`config.mk`:
```
export PLATFORM = sky130hd
export DESIGN_NAME = adm_cfg_regs
export DESIGN_NICKNAME = d
export VERILOG_FILES = /design/src/rtl/core/adm_pkg.sv /design/src/rtl/core/adm_cfg_regs.sv
export SDC_FILE = /design/constraint.sdc
export NUM_CORES = 1
export LEC_CHECK = 0
export ABC_AREA = 1
export ABC_CLOCK_PERIOD_IN_PS = 2100
export BUFFER_PORTS_ARGS = -buffer_cell sky130_fd_sc_hd__buf_2
export CAP_MARGIN = 20
export CORE_MARGIN = 2
export CORE_UTILIZATION = 49
export CTS_CLUSTER_SIZE = 12
export DETAILED_ROUTE_END_ITERATION = 10
export GPL_ROUTABILITY_DRIVEN = 0
export HOLD_SLACK_MARGIN = 0.08
export PLACE_DENSITY = 0.94
export SLEW_MARGIN = 20
export SYNTH_ARGS = -nofsm -noshare
export SYNTH_HDL_FRONTEND = slang
export SYNTH_SLANG_ARGS = --single-unit
export TNS_END_PERCENT = 20
```
`constraint.sdc`:
```
create_clock -name i_clk -period 2.1 [get_ports i_clk]
set_input_delay 0 -clock i_clk [delete_from_list [all_inputs] [get_ports i_clk]]
set_output_delay 0 -clock i_clk [all_outputs]
set_load 0.005 [all_outputs]
```
`src/rtl/core/adm_pkg.sv`:
```
`timescale 1ns / 1ps
// shared widths, register codes and pipeline payload types of the drive mixer
package adm_pkg;

    localparam int CMD_W      = 18;  // raw command, Q2.15
    localparam int CLP_W      = 17;  // clamped command, [-1, 1] in Q.15
    localparam int CFG_W      = 16;  // Q8.8 gains and limit
    localparam int PRD_W      = 33;  // clamped command times one gain
    localparam int T_SHIFT    = 9;   // throttle term lines up with Q.32
    localparam int TRN_W      = PRD_W + T_SHIFT;
    localparam int SUM_W      = 49;  // signed left / right in Q.32
    localparam int MAG_W      = 48;  // their magnitudes
    localparam int HALF_W     = MAG_W / 2;
    localparam int PROD_W     = MAG_W + CFG_W;
    localparam int K_SHIFT    = 8;   // scale target is throttle_limit * 256
    localparam int QUO_W      = CFG_W + K_SHIFT;
    localparam int LIM_SHIFT  = 24;  // output limit is throttle_limit << 24
    localparam int FRAC_SHIFT = 16;  // Q.32 down to Q16.16
    localparam int OUT_W      = 32;
    localparam int ADDR_W     = 4;
    localparam int ADDR_LSB   = 2;
    localparam int DATA_W     = 32;
    localparam int MIX_STAGES = 7;
    localparam int LATENCY    = MIX_STAGES + QUO_W + 1;

    localparam logic [CFG_W-1:0]        LIMIT_RESET = 16'd256;
    localparam logic signed [CMD_W-1:0] CMD_POS_ONE = 18'sd32768;
    localparam logic signed [CMD_W-1:0] CMD_NEG_ONE = -18'sd32768;
    localparam logic [OUT_W-1:0]        SAT_MAX     = 32'h7FFF_FFFF;
    localparam logic [OUT_W-1:0]        SAT_MIN     = 32'h8000_0000;

    typedef enum logic [1:0] {
        REG_THROTTLE_LIMIT = 2'd0,
        REG_TURN_LIMIT     = 2'd1,
        REG_TRACK_WIDTH    = 2'd2
    } t_reg_idx;

    typedef struct packed {
        logic [CFG_W-1:0] throttle_limit;
        logic [CFG_W-1:0] turn_limit;
        logic [CFG_W-1:0] track_width;
    } t_cfg;

    typedef struct packed {
        logic             neg_l;
        logic             neg_r;
        logic             scaled;
        logic             left_min;
        logic [OUT_W-1:0] unsc_l;
        logic [OUT_W-1:0] unsc_r;
    } t_side;

    typedef struct packed {
        logic [MAG_W-1:0] rem;
        logic [QUO_W-1:0] low;
        logic [QUO_W-1:0] quo;
        logic [MAG_W-1:0] peak;
        t_side            side;
    } t_div;

endpackage

```
`src/rtl/core/adm_cfg_regs.sv`:
```
`timescale 1ns / 1ps
// apb register file holding the three gain and limit settings
module adm_cfg_regs (
    input  logic                         i_clk,
    input  logic                         i_rst_n,
    input  logic                         psel,
    input  logic                         penable,
    input  logic                         pwrite,
    input  logic [adm_pkg::ADDR_W-1:0]   paddr,
    input  logic [adm_pkg::DATA_W-1:0]   pwdata,
    output logic [adm_pkg::DATA_W-1:0]   prdata,
    output adm_pkg::t_cfg                o_cfg
);

    logic                        w_wr;
    logic [1:0]                  w_idx;
    logic [adm_pkg::CFG_W-1:0]   r_throttle_limit, n_throttle_limit;
    logic [adm_pkg::CFG_W-1:0]   r_turn_limit, n_turn_limit;
    logic [adm_pkg::CFG_W-1:0]   r_track_width, n_track_width;

    assign w_wr  = psel & penable & pwrite;
    assign w_idx = paddr[adm_pkg::ADDR_W-1:adm_pkg::ADDR_LSB];

    always_comb begin
        n_throttle_limit = r_throttle_limit;
        n_turn_limit     = r_turn_limit;
        n_track_width    = r_track_width;
        if (w_wr) begin
            case (w_idx)
                adm_pkg::REG_THROTTLE_LIMIT: n_throttle_limit = pwdata[adm_pkg::CFG_W-1:0];
                adm_pkg::REG_TURN_LIMIT:     n_turn_limit     = pwdata[adm_pkg::CFG_W-1:0];
                adm_pkg::REG_TRACK_WIDTH:    n_track_width    = pwdata[adm_pkg::CFG_W-1:0];
                default: ;
            endcase
        end
    end

    always_ff @(posedge i_clk) begin
        if (!i_rst_n) begin
            r_throttle_limit <= adm_pkg::LIMIT_RESET;
            r_turn_limit     <= adm_pkg::LIMIT_RESET;
            r_track_width    <= adm_pkg::LIMIT_RESET;
        end else begin
            r_throttle_limit <= n_throttle_limit;
            r_turn_limit     <= n_turn_limit;
            r_track_width    <= n_track_width;
        end
    end

    always_comb begin
        case (w_idx)
            adm_pkg::REG_THROTTLE_LIMIT:
                prdata = {{(adm_pkg::DATA_W-adm_pkg::CFG_W){1'b0}}, r_throttle_limit};
            adm_pkg::REG_TURN_LIMIT:
                prdata = {{(adm_pkg::DATA_W-adm_pkg::CFG_W){1'b0}}, r_turn_limit};
            adm_pkg::REG_TRACK_WIDTH:
                prdata = {{(adm_pkg::DATA_W-adm_pkg::CFG_W){1'b0}}, r_track_width};
            default:
                prdata = '0;
        endcase
    end

    assign o_cfg.throttle_limit = r_throttle_limit;
    assign o_cfg.turn_limit     = r_turn_limit;
    assign o_cfg.track_width    = r_track_width;

endmodule

```
# After elaboration in Yosys (flattened, before gate mapping)
# Index checks and enable logic that the tools add are counted.
[word_totals] regBits=48 wordCells=12
[classes] n_eq_ne=2 muxes=1 bitwise=2 reduce_logical=4
[ops] cell="$pmux W16 S3" count=1
[ops] cell="$reduce_and A2 Y1" count=3
[ops] cell="$and A1 B1 Y1" count=2
[ops] cell="$eq A2 B1 Y1 const B" count=1
[ops] cell="$eq A2 B2 Y1 const B" count=1
[ops] cell="$logic_not A2 Y1" count=1

# Logic depth before layout (Yosys ltp)
[depth] word_depth=3 mapped_depth=6 ltp_nobuf=5

# Least setup slack after synthesis
# Ideal clock, no wire load.
[synth_timing] kind="in2reg" startpoint="input port psel" endpoint="register r_throttle_limit[0] (netlist bit)" arrival_time_ns=0.559 required_ns=1.987 path_slack_ns=1.428 path_stages=6 cell_sequence="nand2_1 nor2_4 buf_6 nand3_1 nand2_1 nor2_1"
[synth_between] elab_chain_cells=3
[synth_rtl] item="start: declaration" line="adm_cfg_regs.sv:6" source="input logic psel,"
[synth_rtl] item="$and A1 B1 Y1 (2 in series)" line="adm_cfg_regs.sv:21" source="assign w_wr = psel & penable & pwrite;"
[synth_rtl] item="$reduce_and A2 Y1 (no source line)"
[synth_rtl] item="end signal: assignment" line="adm_cfg_regs.sv:40" source="r_throttle_limit <= adm_pkg::LIMIT_RESET;"
[synth_rtl] item="end signal: assignment" line="adm_cfg_regs.sv:44" source="r_throttle_limit <= n_throttle_limit;"
[synth_rtl] item="end: declaration" line="adm_cfg_regs.sv:17" source="logic [adm_pkg::CFG_W-1:0] r_throttle_limit, n_throttle_limit;"
# Every way passes these cells.
# A chain may end at the register's enable or synchronous reset.

# Final worst setup path
[layout_timing] startpoint="register r_throttle_limit[4] (netlist bit)" endpoint="output port prdata[4] (netlist bit)"
[layout_between] elab_chain_cells=1
[layout_rtl] item="$pmux W16 S3" line="adm_cfg_regs.sv:51" source="case (w_idx)"
[layout_rtl] item="end: declaration" line="adm_cfg_regs.sv:11" source="output logic [adm_pkg::DATA_W-1:0] prdata,"
# Every way passes these cells.

==> qor.yml <==
gr-max-usage-layer: "met2"
initial_core_util_pct: 51.0
timing.rr.start: "r_throttle_limit[8]$_SDFFE_PN1P_"
netSwitchingPower_uw: 474
postSynthAreaPerCell_um2: 6.57
syn2layout_area_growth_pct: 26.1
final_hold_viol_count: 0
critPathKind: "reg2out"
number_of_antenna_violations_at_the_first_check_in_global_routing: 0
p_int_mw: 1.39
grt_overflow: 0
finalWorstPathRequiredPeriod_ns: 0.975
post-dp-hpwl_um: 3990
chipHeight_um: 74.4
globalRouteMet2Util_pct: 43.1
p_comb_share_pct: 12.9
avgViaCountPerCell: 4.84
clk-insertion-delay-late_ns: 0.30
setup-tns-final_ns: 0
die_area_um2: 5530
rsz_0062_raised_after_global_routing: "no"
wl_um: 6250
path_max_fanout: 3
met3_usage_pct: 5.96
synth.cell_area_um2: 2430
drv.max_cap_violation_count: 0
most_common_library_cell_in_the_layout_ignoring_fill_and_taps: "sky130_fd_sc_hd__nand2_1"
placement.cell_area_um2: 2790
worstSetupStartpoint: "r_throttle_limit[4]$_SDFFE_PN0P_"
drive_gt1_share_pct: 24.1
coreArea_um2: 4750
route.detailed.drc: 0
global_route_wire_length_before_repair_um: 9950
postSynthRegisterBits: 48
grt_util_all_layers_pct: 23.1
setup_viol_count_final: 0
fin_nets: 504
io-pin-count: 121
worst_slew_pin_slew_ns: 0.823
post-place-ws_ns: 1.07
report.final.slew_viol_count: 0
met1_usage_pct: 25.3
grt_max_degree: 49
clk_root_buffer_cell: "sky130_fd_sc_hd__clkbuf_8"
grt_pass1_vias: 2236
cp-end-kind: "primary output"
fmax_mhz: 1030
timing.critical_path.required_ns: 2.10
share_seq_of_total_power_pct: 50.8
tritoncts: "done"
antenna-diode-count: 0
status: "complete, no violations"
yosysWarnings: 0
final.period_utilization_pct: 46.5
synth_cell_types: 15
numPortBuffers: 86
skew_ns: 0
max-clock-path-buffers: 2
regToRegEndpoint: "r_throttle_limit[8]$_SDFFE_PN1P_"
cts_sinks: 48
drt_iter0_markers: 193
worst_hold_path_type: "in2reg"
relSlewSlack_pct: 45.1
hold_path_depth: 4
cp-start-kind: "flop"
worst_setup_path_endpoint: "prdata[4]"
floorplan.rows: 25
synth-seq-area-share_pct: 39.6
final_design_area_no_fill_um2: 3060
hold-worst-slack_ns: 0.125
tritoncts.num_buffers: 5
layout_common_cells: "100 x sky130_fd_sc_hd__nand2_1, 90 x sky130_fd_sc_hd__nor2_1, 86 x sky130_fd_sc_hd__buf_2, 64 x sky130_fd_sc_hd__nand3_1, 48 x sky130_fd_sc_hd__dfxtp_1"
worst-r2r-cell-count: 2
cts.reportedPaths.clkPinSlew_ns: 0.10
drt.antenna.violating_nets: 0
cts.repair.resized: 0
pwr_density_cell_nw_per_um2: 608
critical_path_arrival_ns: 0.98
h-tree-depth: 2
avgRoutedWirePerCell_um: 11.8
layout_setup_ws_ns: 1.12
detailroute.via_count: 2569
drt_pre_antenna_iters: 4
rrSetupSlack_ns: 1.46
netlist_instances: 369
hold_path.startpoint: "penable"
peakVddDrop_v: 0.000402
clock_power_share_pct: 36.3
leakage_nw: 1.56
switching_share_pct: 25.5
dieWidth_um: 74.4
## worst min-delay path by stage
stage	endpoint	slack (ns)
after floorplan	r_throttle_limit[8]$_SDFFE_PN1P_	0.13
after global placement	r_track_width[8]$_SDFFE_PN1P_	0.24
after detailed placement	r_track_width[8]$_SDFFE_PN1P_	0.25
after CTS	r_track_width[8]$_SDFFE_PN1P_	0.12
after global routing	r_track_width[8]$_SDFFE_PN1P_	0.15
final	r_turn_limit[8]$_SDFFE_PN1P_	0.13
## synth_stat cells
master | count | share of area [%]
sky130_fd_sc_hd__dfxtp_1 | 48 | 40
sky130_fd_sc_hd__buf_4 | 16 | 5.0
sky130_fd_sc_hd__o21ai_0 | 3 | 0.62
sky130_fd_sc_hd__conb_1 | 1 | 0.15
sky130_fd_sc_hd__inv_2 | 3 | 0.46
sky130_fd_sc_hd__buf_2 | 12 | 2.5
sky130_fd_sc_hd__nor2_2 | 2 | 0.52
sky130_fd_sc_hd__buf_6 | 7 | 3.2
sky130_fd_sc_hd__nand3_1 | 64 | 13
sky130_fd_sc_hd__nor2_1 | 91 | 14
sky130_fd_sc_hd__buf_1 | 2 | 0.31
sky130_fd_sc_hd__nand2_1 | 100 | 15
sky130_fd_sc_hd__nand3_4 | 1 | 0.72
sky130_fd_sc_hd__inv_1 | 15 | 2.3
sky130_fd_sc_hd__nor2_4 | 4 | 1.9
## cell type report
class / count / area, µm²
Tap cell: 67 / 83.8
Fill cell: 465 / 1690
Clock inverter: 3 / 46.3
Inverter: 18 / 67.6
Timing Repair Buffer: 109 / 643
Multi-Input combinational cell: 281 / 1190
Clock buffer: 5 / 68.8
Sequential cell: 48 / 961
## sequential cells by signal, indices dropped and copies added (netlist names)
signal            cells
r_track_width        16
r_throttle_limit     16
r_turn_limit         16
## worst max-delay path, stage by stage (launching register included)
cell and delay [ns]:
sky130_fd_sc_hd__dfxtp_1 0.37, sky130_fd_sc_hd__nand2_1 0.07, sky130_fd_sc_hd__nand3_1 0.11, sky130_fd_sc_hd__buf_2 0.12
## power by group through the flow
stage | registers [mW] | logic (mW) | clock network (mW)
detailed placement | 0.965 | 0.215 | 0
finish | 0.945 | 0.240 | 0.675
CTS | 0.944 | 0.238 | 0.689
global route | 0.948 | 0.271 | 0.733
global placement | 0.964 | 0.210 | 0
floorplan | 0.966 | 0.161 | 0
## layer usage
layer  routed length (µm)  up-vias  share of wire [%]
met4                   98        0                1.6
met1                 2540     1155                 41
met2                 3210      109                 51
li1                     -     1295                  -
met5                    0        -                  0
met3                  396       10                6.3
## what timing repair did
item	4_1_cts	5_1_grt
hold endpoints to repair	46	0
setup buffers	0	0
hold buffers	16	0
## stage by stage
stage	std cells	power (mW)	utilization (%)
floorplan	384	1.13	-
global placement	507	1.17	58.6
detailed placement	507	1.18	58.6
CTS	531	1.87	64.4
global route	531	1.95	64.4
finish	531	1.86	64.4
## kinds of logic after synthesis
kind of cell,synth area share [%]
buffers and inverters,13.8
other,0.155
and+or+nand+nor,45.8
AOI/OAI and AO/OA,0.619
DFF,39.6
No activity file was read; power rests on OpenSTA's default activity.
