$ cat config.mk
export PLATFORM = sky130hd
export DESIGN_NAME = adm_div_step
export DESIGN_NICKNAME = d
export VERILOG_FILES = /design/src/rtl/core/adm_pkg.sv /design/src/rtl/core/adm_div_step.sv
export SDC_FILE = /design/constraint.sdc
export NUM_CORES = 1
export LEC_CHECK = 0
export ABC_CLOCK_PERIOD_IN_PS = 6200
export BUFFER_PORTS_ARGS = -buffer_cell sky130_fd_sc_hd__clkbuf_2
export CAP_MARGIN = 20
export CELL_PAD_IN_SITES_DETAIL_PLACEMENT = 0
export CELL_PAD_IN_SITES_GLOBAL_PLACEMENT = 2
export CORE_AREA = 4 4 173 175
export DETAILED_ROUTE_END_ITERATION = 7
export DIE_AREA = 0 0 177 179
export PLACE_DENSITY_LB_ADDON = 0.1
export SETUP_SLACK_MARGIN = 0.15
export SYNTH_ARGS = -nofsm -noshare
export SYNTH_HDL_FRONTEND = slang
export SYNTH_SLANG_ARGS = --single-unit
$ cat constraint.sdc
create_clock -name i_clk -period 6.2 [get_ports i_clk]
set_input_delay 0.31 -clock i_clk [delete_from_list [all_inputs] [get_ports i_clk]]
set_output_delay 0.31 -clock i_clk [all_outputs]
set_load 0.05 [all_outputs]
$ cat src/rtl/core/adm_pkg.sv
`timescale 1ns / 1ps
// shared widths, register codes and pipeline payload types of the drive mixer
package adm_pkg;

    localparam int CMD_W      = 18;  // raw command, Q2.15
    localparam int CLP_W      = 17;  // clamped command, [-1, 1] in Q.15
    localparam int CFG_W      = 16;  // Q8.8 gains and limit
    localparam int PRD_W      = 33;  // clamped command times one gain
    localparam int T_SHIFT    = 9;   // throttle term lines up with Q.32
    localparam int TRN_W      = PRD_W + T_SHIFT;
    localparam int SUM_W      = 49;  // signed left / right in Q.32
    localparam int MAG_W      = 48;  // their magnitudes
    localparam int HALF_W     = MAG_W / 2;
    localparam int PROD_W     = MAG_W + CFG_W;
    localparam int K_SHIFT    = 8;   // scale target is throttle_limit * 256
    localparam int QUO_W      = CFG_W + K_SHIFT;
    localparam int LIM_SHIFT  = 24;  // output limit is throttle_limit << 24
    localparam int FRAC_SHIFT = 16;  // Q.32 down to Q16.16
    localparam int OUT_W      = 32;
    localparam int ADDR_W     = 4;
    localparam int ADDR_LSB   = 2;
    localparam int DATA_W     = 32;
    localparam int MIX_STAGES = 7;
    localparam int LATENCY    = MIX_STAGES + QUO_W + 1;

    localparam logic [CFG_W-1:0]        LIMIT_RESET = 16'd256;
    localparam logic signed [CMD_W-1:0] CMD_POS_ONE = 18'sd32768;
    localparam logic signed [CMD_W-1:0] CMD_NEG_ONE = -18'sd32768;
    localparam logic [OUT_W-1:0]        SAT_MAX     = 32'h7FFF_FFFF;
    localparam logic [OUT_W-1:0]        SAT_MIN     = 32'h8000_0000;

    typedef enum logic [1:0] {
        REG_THROTTLE_LIMIT = 2'd0,
        REG_TURN_LIMIT     = 2'd1,
        REG_TRACK_WIDTH    = 2'd2
    } t_reg_idx;

    typedef struct packed {
        logic [CFG_W-1:0] throttle_limit;
        logic [CFG_W-1:0] turn_limit;
        logic [CFG_W-1:0] track_width;
    } t_cfg;

    typedef struct packed {
        logic             neg_l;
        logic             neg_r;
        logic             scaled;
        logic             left_min;
        logic [OUT_W-1:0] unsc_l;
        logic [OUT_W-1:0] unsc_r;
    } t_side;

    typedef struct packed {
        logic [MAG_W-1:0] rem;
        logic [QUO_W-1:0] low;
        logic [QUO_W-1:0] quo;
        logic [MAG_W-1:0] peak;
        t_side            side;
    } t_div;

endpackage

$ cat src/rtl/core/adm_div_step.sv
`timescale 1ns / 1ps
// one registered restoring-division step: one quotient bit per stage
module adm_div_step (
    input  logic          i_clk,
    input  logic          i_rst_n,
    input  logic          i_valid,
    input  adm_pkg::t_div i_div,
    output logic          o_valid,
    output adm_pkg::t_div o_div
);

    logic [adm_pkg::MAG_W:0] w_trial, w_diff;
    logic                    w_take;
    adm_pkg::t_div           n_div, r_div;
    logic                    r_valid;

    assign w_trial = {i_div.rem, i_div.low[adm_pkg::QUO_W-1]};
    assign w_diff  = w_trial - {1'b0, i_div.peak};
    assign w_take  = (w_trial >= {1'b0, i_div.peak});

    always_comb begin
        n_div      = i_div;
        n_div.rem  = w_take ? w_diff[adm_pkg::MAG_W-1:0] : w_trial[adm_pkg::MAG_W-1:0];
        n_div.low  = {i_div.low[adm_pkg::QUO_W-2:0], 1'b0};
        n_div.quo  = {i_div.quo[adm_pkg::QUO_W-2:0], w_take};
    end

    always_ff @(posedge i_clk) begin
        if (!i_rst_n) begin
            r_valid <= 1'b0;
        end else begin
            r_valid <= i_valid;
        end
    end

    always_ff @(posedge i_clk) begin
        r_div <= n_div;
    end

    assign o_valid = r_valid;
    assign o_div   = r_div;

endmodule

# ---- After elaboration in Yosys (flattened, before gate mapping)
# Cells that the tools add are included.
dict set report totals {
  latch_bits 0
  rom_bits 0
  ram_bits 0
  in_bits 215
  output_inout_bits 213
  memories 0
  elab_cells 14
  regBits 212
}
dict set report op_classes {
  n_reduce_logical 0
  add_sub_neg 1
  n_shift 0
  muxes 1
  order_cmp 1
  multipliers 0
  div 0
  n_eq_ne 0
  bitwise 0
}
# op n
set op_table {}
lappend op_table {{49-bit by 48-bit >= comparator with 1-bit output} 1}
lappend op_table {{48-bit two-way mux} 1}
lappend op_table {{48-bit subtractor} 1}

# ---- Longest topological paths before layout
# Gate-level depths: netlist of run 1.
dict set report depth {
  word_depth 2
  ltp_mapped 16
}

# ---- Least setup slack after synthesis of run 1
# No wires, ideal clock.
dict set report synth_timing {
  kind {input-to-reg}
  startpoint {input i_div[78] (netlist name)}
  endpoint {register r_div, in the netlist o_div[174]}
  arrival_time_ns 2.865
  required_time_ns 6.077
  path_buffers 1
  setup_slack_ns 3.212
  path_stages 13
  setup_ns 0.123
  path_cell_list {inv_1 ha_1 a21o_1 a21o_1 a21o_1 nor3_4 o21ai_2 a2111oi_4 o211ai_2 a31oi_4 inv_2 buf_6 mux2_1}
}
# element line_no
set synth_lines {}
lappend synth_lines {{start, declared} adm_div_step.sv:7} ;# input adm_pkg::t_div i_div,
lappend synth_lines {{end signal, assigned} adm_div_step.sv:37} ;# r_div <= n_div;
lappend synth_lines {{end, declared} adm_div_step.sv:14} ;# adm_pkg::t_div n_div, r_div;

==> qor.txt, run 1 <==
Power per Cell Area - 324.8 nW/um2
Crit Path Category - input port to register
Vias in the first global route - 7539
Top FF cell, synth - dfxtp_1
Deepest clock path buffer count - 3
WL/cell - 16.90 um
Tmin final - 4.094 ns
RSZ-0062 raised after global routing - no
Final WL - 29470 um
Die area - 31680 um2
Post-Syn Area per Cell - 10.33 um2
First-pass DRT Iterations - 4
GRT overflow - 0
CP Data Arrival Time - 4.49 ns
Clock transition at path regs - 0.06 ns
Final worst-path cycle share - 66.04%
Most common cell after layout, fill and taps aside - clkbuf_2
Remaining antenna violation count - 0
Mux share of post-synthesis cell area - 1.135%
FFs w/ async S/R, synth - 0%
Post-Syn Nets - 1000
GPL Wtd Cong - 0.7601
Share of layout cells above drive strength 1 - 35.22%
Largest family of logic cells by synthesized area - compound AO/OA/AOI/OAI gates
Compound-Gate Fraction of Synth Area - 16.09%
Synthesized area - 7604 um2
Final setup fails - 0
Max-slew headroom - 54.03%
Crit start category - input port
Actual slew at the worst max-slew pin - 0.6885 ns
Final worst slack - 2.106 ns
H-tree depth - 1
Fin. Hold Viols - 0
Seq/Total Area, Yosys - 55.82%
Pin count of the biggest net entering global routing - 40
Crit. End Element - register
VDD IR max - 260.8 uV
# port buffers - 425
Setup TNS Final - 0 ns
Via count - 7367
Leakage power - 0.006469 uW
Post-route insts no fill - 1744
CTS Buf Count - 25
Xor and xnor area share after synthesis - 4.262%
Worst-path fanout max - 39
# rows - 62
Final max-slew violation count - 0
Adder-cell area share of the yosys netlist - 8.162%
Drt first-iter violations - 164
Area share of the largest cell type after synthesis - 55.82%
Most frequent cells in the layout - clkbuf_2, dfxtp_1, dlygate4sd3_1, a21oi_1, inv_1
Clock sink count - 212
Seq cells post-synth - 212
GRT Total Usage - 17.54%
Max-cap violation count - 0
Place WS - 2.068 ns
Post-synthesis cell type count - 58
Initial Util - 26.71%
Hpwl dp - 22620 um
Root Buffer - clkbuf_16
DIE WIDTH - 177 um
# DRC - 0
Area contributors post-synth - dfxtp_1, ha_1, a21oi_1, a21o_1, inv_1
FMAX - 244.3 MHz
# resized after CTS - 0
TritonCTS clock tree - done
IO Count - 428
First-pass GRT wire length - 43670 um
Fillers - 2806
Inst Count DP - 1525
Die height - 179 um
Initial antenna violation count - 4
Post-synth EDFFs - 0
Type of the worst min-delay path - input port to register
YS warnings - 0
Area growth from synthesis to layout - 66.96%
Via/cell ratio - 4.224
Dominant cell type by area after synthesis - dfxtp_1
Fin nets - 1604
WP data required - 6.59 ns
Outcome - finished clean
Post-synthesis instance total - 736
Core Box Area - 28470 um2
Synth Area in Simple Gates - 10.14%
-- per-stage QoR --
stage               hold slack [ns]  utilization (%)  power [uW]  instance area (um2)
finish                      0.02291            44.59        4123                12690
global route                0.01720            44.59        4320                12690
CTS                        0.001362            44.56        4195                12690
global placement             0.4123            35.56        2582                10120
floorplan                    0.3377                -        2279                 7604
detailed placement           0.4139            35.56        2580                10120
-- state kept, by name, summed over array words and instances, names as in the netlist --
register	count
o_div	211
o_valid	1
-- layout make-up --
class                   instances  area [um2]  area share (%)
flip-flops and latches        212        4244           33.43
clock inverters                12       148.9           1.173
clock buffers                  32       691.9           5.450
diodes                          3       7.507         0.05914
multi-input cells             441        3029           23.86
inverters                      61       229.0           1.804
well taps                     384       480.5           3.785
repair buffers                599        3864           30.44
-- logic make-up after synthesis --
kind of cell               after synthesis
DFF                                    212
buffers and inverters                   83
muxes                                    8
and+or+nand+nor                        160
AOI/OAI and AO/OA                      186
adders and majority gates               49
xor gates and xnor gates                37
other                                    1
-- worst max-delay path, cell delays in order --
cell           delay, ns
dlygate4sd3_1       0.53
clkbuf_2            0.14
inv_1               0.05
ha_1                0.29
nor2b_1             0.17
o2111ai_1           0.19
a211oi_1            0.41
nor3_4              0.09
o21ai_2             0.34
a2111oi_4           0.19
o211ai_2            0.24
a31oi_4             0.11
inv_2               0.52
buf_4               0.49
mux2_1              0.37
-- report_power, final --
group          switching, uW  internal (uW)  total (uW)
Sequential              31.4           1490        1520
Combinational            765            347        1110
Clock                    580            913        1490
-- routing by layer --
layer  GRT usage (%)  vias to the layer above  part of all wire, %
met4           5.738                        2                  2.9
met3           5.251                       45                  8.2
met1           19.61                     3316                   38
li1                -                     3745                    -
met5               0                        -                0.044
met2           31.91                      259                   50
-- what timing repair did --
item | CTS | global route
endpoints found under the setup margin | 0 | 0
hold endpoints to repair | 171 | 0
hold buffers | 172 | 0
buffers inserted | 0 | 0
-- path summary, 6_finish.rpt --
kind / from / end / slack (ns) / depth (start not counted)
worst min-delay path: i_div[173] / o_div[174] / 0.02 / 2
worst max-delay path: i_div[69] / o_div[195] / 2.11 / 15
-- Yosys cell counts, types with 5 or more instances --
| library cell | instances |
|---|---|
| dfxtp_1 | 212 |
| a21oi_1 | 62 |
| inv_1 | 60 |
| nor2_1 | 54 |
| ha_1 | 48 |
| nand2_1 | 42 |
| a21o_1 | 40 |
| o21ai_0 | 25 |
| xor2_1 | 20 |
| xnor2_1 | 17 |
| clkbuf_1 | 16 |
| a31oi_1 | 11 |
| and3_1 | 11 |
| nand3_1 | 8 |
| nand4_1 | 8 |
| nor3_1 | 7 |
| and4_1 | 6 |
| a211oi_1 | 5 |
| nor2b_1 | 5 |
Note: power is estimated with default switching activity, not from simulation.
==> inputs of run 2 (changes only) <==
--- a/config.mk
+++ b/config.mk
@@ -5,14 +5,14 @@
 export SDC_FILE = /design/constraint.sdc
 export NUM_CORES = 1
 export LEC_CHECK = 0
-export ABC_CLOCK_PERIOD_IN_PS = 6200
+export ABC_CLOCK_PERIOD_IN_PS = 3600
 export BUFFER_PORTS_ARGS = -buffer_cell sky130_fd_sc_hd__clkbuf_2
 export CAP_MARGIN = 20
 export CELL_PAD_IN_SITES_DETAIL_PLACEMENT = 0
 export CELL_PAD_IN_SITES_GLOBAL_PLACEMENT = 2
-export CORE_AREA = 4 4 173 175
+export CORE_AREA = 4 4 191 193
 export DETAILED_ROUTE_END_ITERATION = 7
-export DIE_AREA = 0 0 177 179
+export DIE_AREA = 0 0 195 197
 export PLACE_DENSITY_LB_ADDON = 0.1
 export SETUP_SLACK_MARGIN = 0.15
 export SYNTH_ARGS = -nofsm -noshare
==> constraint.sdc (replaced) <==
create_clock -name i_clk -period 3.6 [get_ports i_clk]
set_input_delay 0.18 -clock i_clk [delete_from_list [all_inputs] [get_ports i_clk]]
set_output_delay 0.18 -clock i_clk [all_outputs]
set_load 0.05 [all_outputs]
==> qor.txt, run 2 (synthesis gave the netlist of run 1 again) <==
# rows - 68 (was 62)
CP Data Arrival Time - 3.72 ns (was 4.49 ns)
Final max-slew violation count - 0 (unchanged)
CTS Buf Count - 26 (was 25)
Most frequent cells in the layout - clkbuf_2, dlygate4sd3_1, dfxtp_1, a21oi_1, inv_1 (was clkbuf_2, dfxtp_1, dlygate4sd3_1, a21oi_1, inv_1)
Final worst-path cycle share - 90.40%
GRT Total Usage - 15.87% (was 17.54%)
Initial antenna violation count - 2 (was 4)
Seq pwr share - 35.4% (was 36.8%)
WP data required - 4.06 ns (was 6.59 ns)
Remaining antenna violation count - 0 (unchanged)
Core Box Area - 34540 um2 (was 28470 um2)
# port buffers - 425 (unchanged)
Type of the worst min-delay path - input port to register (unchanged)
VDD IR max - 456.1 uV (was 260.8 uV)
P_sw - 2476 uW (was 1377 uW)
Root Buffer - clkbuf_16 (unchanged)
Worst hold start - i_div[211] (was i_div[173])
Min-Delay Endpoint - o_div[202] (was o_div[174])
Fin nets - 1666 (was 1604)
Combinational share of power - 27.3% (was 27.0%)
Crit path from - i_div[71] (was i_div[69])
Max-slew headroom - 65.95% (was 54.03%)
Pin count of the biggest net entering global routing - 28 (was 40)
Crit-path cells - dlygate4sd3_1 -> clkbuf_2 -> inv_1 -> ha_1 -> a21o_1 -> a21oi_1 -> a211oi_2 -> nor3_4 -> o21ai_2 -> a2111oi_4 -> buf_4 -> o22ai_1 -> or2_1 -> and3_1 -> o32ai_1 (was dlygate4sd3_1 -> clkbuf_2 -> inv_1 -> ha_1 -> nor2b_1 -> o2111ai_1 -> a211oi_1 -> nor3_4 -> o21ai_2 -> a2111oi_4 -> o211ai_2 -> a31oi_4 -> inv_2 -> buf_4 -> mux2_1)
Crit. End Element - register (unchanged)
Die area - 38420 um2 (was 31680 um2)
Max-cap violation count - 0 (unchanged)
Crit Path Category - input port to register (unchanged)
Most common cell after layout, fill and taps aside - clkbuf_2 (unchanged)
Drt first-iter violations - 182 (was 164)
Worst-path fanout max - 4 (was 39)
DIE WIDTH - 195 um (was 177 um)
TritonCTS clock tree - done (unchanged)
Actual slew at the worst max-slew pin - 0.5077 ns (was 0.6885 ns)
Leakage power - 0.006775 uW (was 0.006469 uW)
Critical-path top delay cell - dlygate4sd3_1 (unchanged)
Final WL - 32150 um (was 29470 um)
Switching share of power - 33.55% (was 33.39%)
Outcome - finished clean (unchanged)
Area growth from synthesis to layout - 77.03% (was 66.96%)
Vias in the first global route - 8080 (was 7539)
Tmin final - 3.254 ns
Via count - 7608 (was 7367)
H-tree depth - 1 (unchanged)
Die height - 197 um (was 179 um)
Clock Power Share - 37.2% (was 36.2%)
Hpwl dp - 25430 um (was 22620 um)
FMAX - 307.3 MHz
Number of flip-flops in the largest register - 211 (unchanged)
Share of layout cells above drive strength 1 - 35.51% (was 35.22%)
RSZ-0062 raised after global routing - yes (was no)
Worst hold stages - 6 (was 2)
Clock transition at path regs - 0.06 ns (about the same)
First-pass DRT Iterations - 4 (unchanged)
Final setup fails - 0 (unchanged)
Crit start category - input port (unchanged)
First-pass GRT wire length - 47980 um (was 43670 um)
IO Count - 428 (unchanged)
Setup TNS Final - 0 ns (unchanged)
Power per Cell Area - 548.3 nW/um2 (was 324.8 nW/um2)
Clock sink count - 212 (unchanged)
Fillers - 3533 (was 2806)
P_int - 4904 uW (was 2747 uW)
CP peak stage delay - 0.54 ns (was 0.53 ns)
GPL Wtd Cong - 0.8685 (was 0.7601)
WL/cell - 17.11 um (was 16.90 um)
# DRC - 0 (unchanged)
Via/cell ratio - 4.049 (was 4.224)
Fin. Hold Viols - 0 (unchanged)
Initial Util - 22.01% (was 26.71%)
GRT overflow - 0 (unchanged)
Util after Layout - 38.97% (was 44.59%)
Deepest clock path buffer count - 3 (unchanged)
run 2: changes by cell type in the layout (fill, tap and decap cells not counted), moves of 2 or more:
cell / previous run / this run
buf_12: 0 / 3
buf_4: 2 / 20
clkbuf_1: 3 / 5
clkinvlp_4: 1 / 3
dlygate4sd3_1: 172 / 212
run 2: timing repair:
action,in CTS,in global routing
endpoints found under the hold margin,211,0
setup buffers,0,3
hold buffers,212,0
gates resized for setup,0,4
setup endpoints to repair,0,23
run 2: how the worst max path moves through the flow:
stage / endpoint / slack, ns / cells past startpoint
2_1_floorplan: o_div[174] / 0.74 / 13
3_3_place_gp: o_div[210] / 0.20 / 14
3_5_place_dp: o_div[210] / 0.28 / 14
4_1_cts: o_div[188] / 0.30 / 17
5_1_grt: o_div[184] / 0.14 / 18
6_report: o_div[209] / 0.35 / 15
run 2: routing by layer:
metal / global-route usage, % / vias to the layer above / routed length [um]
met2: 27.98 / 294 / 15700
li1: - / 3869 / -
met5: 0 / - / 0
met3: 4.940 / 56 / 2404
met1: 17.86 / 3389 / 12620
met4: 6.517 / 0 / 1429
run 2: worst max-delay path: cells and delay by family:
family                   cells  cell delay (ns)
AND/OR/NAND/NOR              3             0.73
adder cells (fa/ha/maj)      1             0.30
buffers and inverters        4             0.91
AO/OA/AOI/OAI                7             1.59
run 2: final cells by class:
type / count / area (um2) / share of cell area (%)
flip-flops and latches: 212 / 4244 / 31.53
multi-input cells: 441 / 3050 / 22.66
repair buffers: 660 / 4459 / 33.13
clock buffers: 34 / 710.7 / 5.280
well taps: 455 / 569.3 / 4.229
clock inverters: 14 / 192.7 / 1.431
inverters: 61 / 229.0 / 1.701
diodes: 2 / 5.005 / 0.03718
run 2: power groups by stage:
| stage | clock [uW] | combinational, uW | sequential [uW] |
|---|---|---|---|
| global placement | 0 | 1850 | 2660 |
| floorplan | 0 | 506 | 3420 |
| global route | 2950 | 2160 | 2640 |
| detailed placement | 0 | 1840 | 2670 |
| finish | 2750 | 2020 | 2610 |
| CTS | 2860 | 2040 | 2620 |
run 2: metrics by stage:
stage | cells | hold slack (ns) | setup slack, ns | area [um2] | power, uW
after floorplan | 736 | 0.2077 | 0.7422 | 7604 | 3924
after global placement | 1614 | 0.2827 | 0.2029 | 10390 | 4510
after detailed placement | 1614 | 0.2839 | 0.2792 | 10390 | 4504
after CTS | 1874 | 0.09345 | 0.2965 | 13410 | 7517
after global routing | 1879 | 0.2451 | 0.1380 | 13460 | 7740
final | 1879 | 0.2325 | 0.3457 | 13460 | 7380
==> inputs of run 3 (changes only) <==
--- a/config.mk
+++ b/config.mk
@@ -13,6 +13,7 @@
 export CORE_AREA = 4 4 191 193
 export DETAILED_ROUTE_END_ITERATION = 7
 export DIE_AREA = 0 0 195 197
+export MAX_ROUTING_LAYER = met4
 export PLACE_DENSITY_LB_ADDON = 0.1
 export SETUP_SLACK_MARGIN = 0.15
 export SYNTH_ARGS = -nofsm -noshare
==> qor.txt, run 3 (synthesis gave the netlist of run 1 again) <==
Outcome - finished clean (unchanged)
Vias in the first global route - 8063 (was 8080)
Crit. End Element - register (unchanged)
Setup TNS Final - 0 ns (unchanged)
Max-cap violation count - 0 (unchanged)
RSZ-0062 raised after global routing - no (was yes)
Remaining antenna violation count - 0 (unchanged)
H-tree depth - 1 (unchanged)
Most common cell after layout, fill and taps aside - clkbuf_2 (unchanged)
Root Buffer - clkbuf_16 (unchanged)
Via/cell ratio - 4.048 (was 4.049)
TritonCTS clock tree - done (unchanged)
FMAX - 306.6 MHz (was 307.3 MHz)
Final WL - 32140 um (was 32150 um)
Final max-slew violation count - 0 (unchanged)
Clock sink count - 212 (unchanged)
First-pass GRT wire length - 47950 um (was 47980 um)
Crit path from - i_div[76] (was i_div[71])
Fin. Hold Viols - 0 (unchanged)
Util after Layout - 38.98% (was 38.97%)
Initial Util - 22.01% (unchanged)
Number of flip-flops in the largest register - 211 (unchanged)
Initial antenna violation count - 4 (was 2)
Area after DPL - 10390 um2 (unchanged)
# DRC - 0 (unchanged)
WP data required - 4.06 ns (about the same)
Final setup fails - 0 (unchanged)
GPL Wtd Cong - 0.8826 (was 0.8685)
WL/cell - 17.09 um (was 17.11 um)
Die height - 197 um (unchanged)
Fin area - 13470 um2 (was 13460 um2)
Pin count of the biggest net entering global routing - 28 (unchanged)
VDD IR max - 455.7 uV (was 456.1 uV)
Crit Path Category - input port to register (unchanged)
First-pass DRT Iterations - 4 (unchanged)
CP Data Arrival Time - 3.72 ns (about the same)
# rows - 68 (unchanged)
Clock transition at path regs - 0.06 ns (about the same)
Max-slew headroom - 65.86% (was 65.95%)
# port buffers - 425 (unchanged)
Drt first-iter violations - 192 (was 182)
Min-Delay Endpoint - o_div[202] (unchanged)
Power per Cell Area - 547.9 nW/um2 (was 548.3 nW/um2)
DIE WIDTH - 195 um (unchanged)
Deepest clock path buffer count - 3 (unchanged)
Area growth from synthesis to layout - 77.09% (was 77.03%)
Hpwl dp - 25430 um (unchanged)
Most frequent cells in the layout - clkbuf_2, dlygate4sd3_1, dfxtp_1, a21oi_1, inv_1 (unchanged)
IO Count - 428 (unchanged)
Crit start category - input port (unchanged)
Worst-path fanout max - 7 (was 4)
CTS Buf Count - 26 (unchanged)
Leakage power - 0.006775 uW (about the same)
Total chip power - 7377 uW (was 7380 uW)
GRT overflow - 0 (unchanged)
Via count - 7615 (was 7608)
Worst hold start - i_div[211] (unchanged)
Core Box Area - 34540 um2 (unchanged)
Tmin final - 3.261 ns (was 3.254 ns)
Worst hold stages - 6 (unchanged)
Final worst-path cycle share - 90.59% (was 90.40%)
Die area - 38420 um2 (unchanged)
GRT Total Usage - 16.37% (was 15.87%)
Fin nets - 1666 (unchanged)
Type of the worst min-delay path - input port to register (unchanged)
Share of layout cells above drive strength 1 - 35.51% (unchanged)
Actual slew at the worst max-slew pin - 0.5091 ns (was 0.5077 ns)
-- run 3: cell count changes in the layout (fill, tap and decap cells not counted), sizes merged --
cell,delta
diode,+2
-- run 3: repair_timing --
item                       CTS  global route
setup endpoints to repair    0            23
buffers inserted             0             3
resized for setup            0             4
hold buffers               212             0
hold endpoints to repair   211             0
-- run 3: per-stage QoR --
stage | hold WS (ns) | instances | worst slack [ns]
after floorplan | 0.2077 | 736 | 0.7422
after global placement | 0.2827 | 1614 | 0.2029
after detailed placement | 0.2839 | 1614 | 0.2792
after CTS | 0.09345 | 1874 | 0.2965
after global routing | 0.2451 | 1881 | 0.1372
final | 0.2379 | 1881 | 0.3386
-- run 3: cell type report --
class                           count  area, um2
Multi-Input combinational cell    441       3050
Fill cell                        3532      21080
Inverter                           61      229.0
Antenna cell                        4      10.01
Tap cell                          455      569.3
Timing Repair Buffer              660       4459
Sequential cell                   212       4244
Clock buffer                       34      710.7
Clock inverter                     14      192.7
-- run 3: how the worst max path moves through the flow --
| stage | end |
|---|---|
| final | o_div[209] |
| after global routing | o_div[184] |
| after CTS | o_div[188] |
| after detailed placement | o_div[210] |
| after global placement | o_div[210] |
| after floorplan | o_div[174] |
-- run 3: critical path, cell delays in order --
cell	delay (ns)
dlygate4sd3_1	0.53
clkbuf_2	0.10
inv_1	0.04
ha_1	0.39
and4_1	0.27
nand2_1	0.11
a211oi_2	0.29
nor3_4	0.09
o21ai_2	0.32
a2111oi_4	0.15
buf_4	0.17
o211ai_2	0.17
a31oi_4	0.11
buf_4	0.16
buf_4	0.16
a211o_1	0.26
o32ai_1	0.22
-- run 3: per-layer routing --
layer  track usage (%)  vias up  wire, um
met1             18.17     3405     12780
met2             27.90      286     15690
met4             6.517        0      1426
li1                  -     3869         -
met3             4.650       55      2246
met5                 -        -         0
-- run 3: where the power goes --
group          switching [uW]  internal [uW]  total (uW)
sequential               54.1           2560        2610
clock                    1060           1680        2750
combinational            1360            660        2020
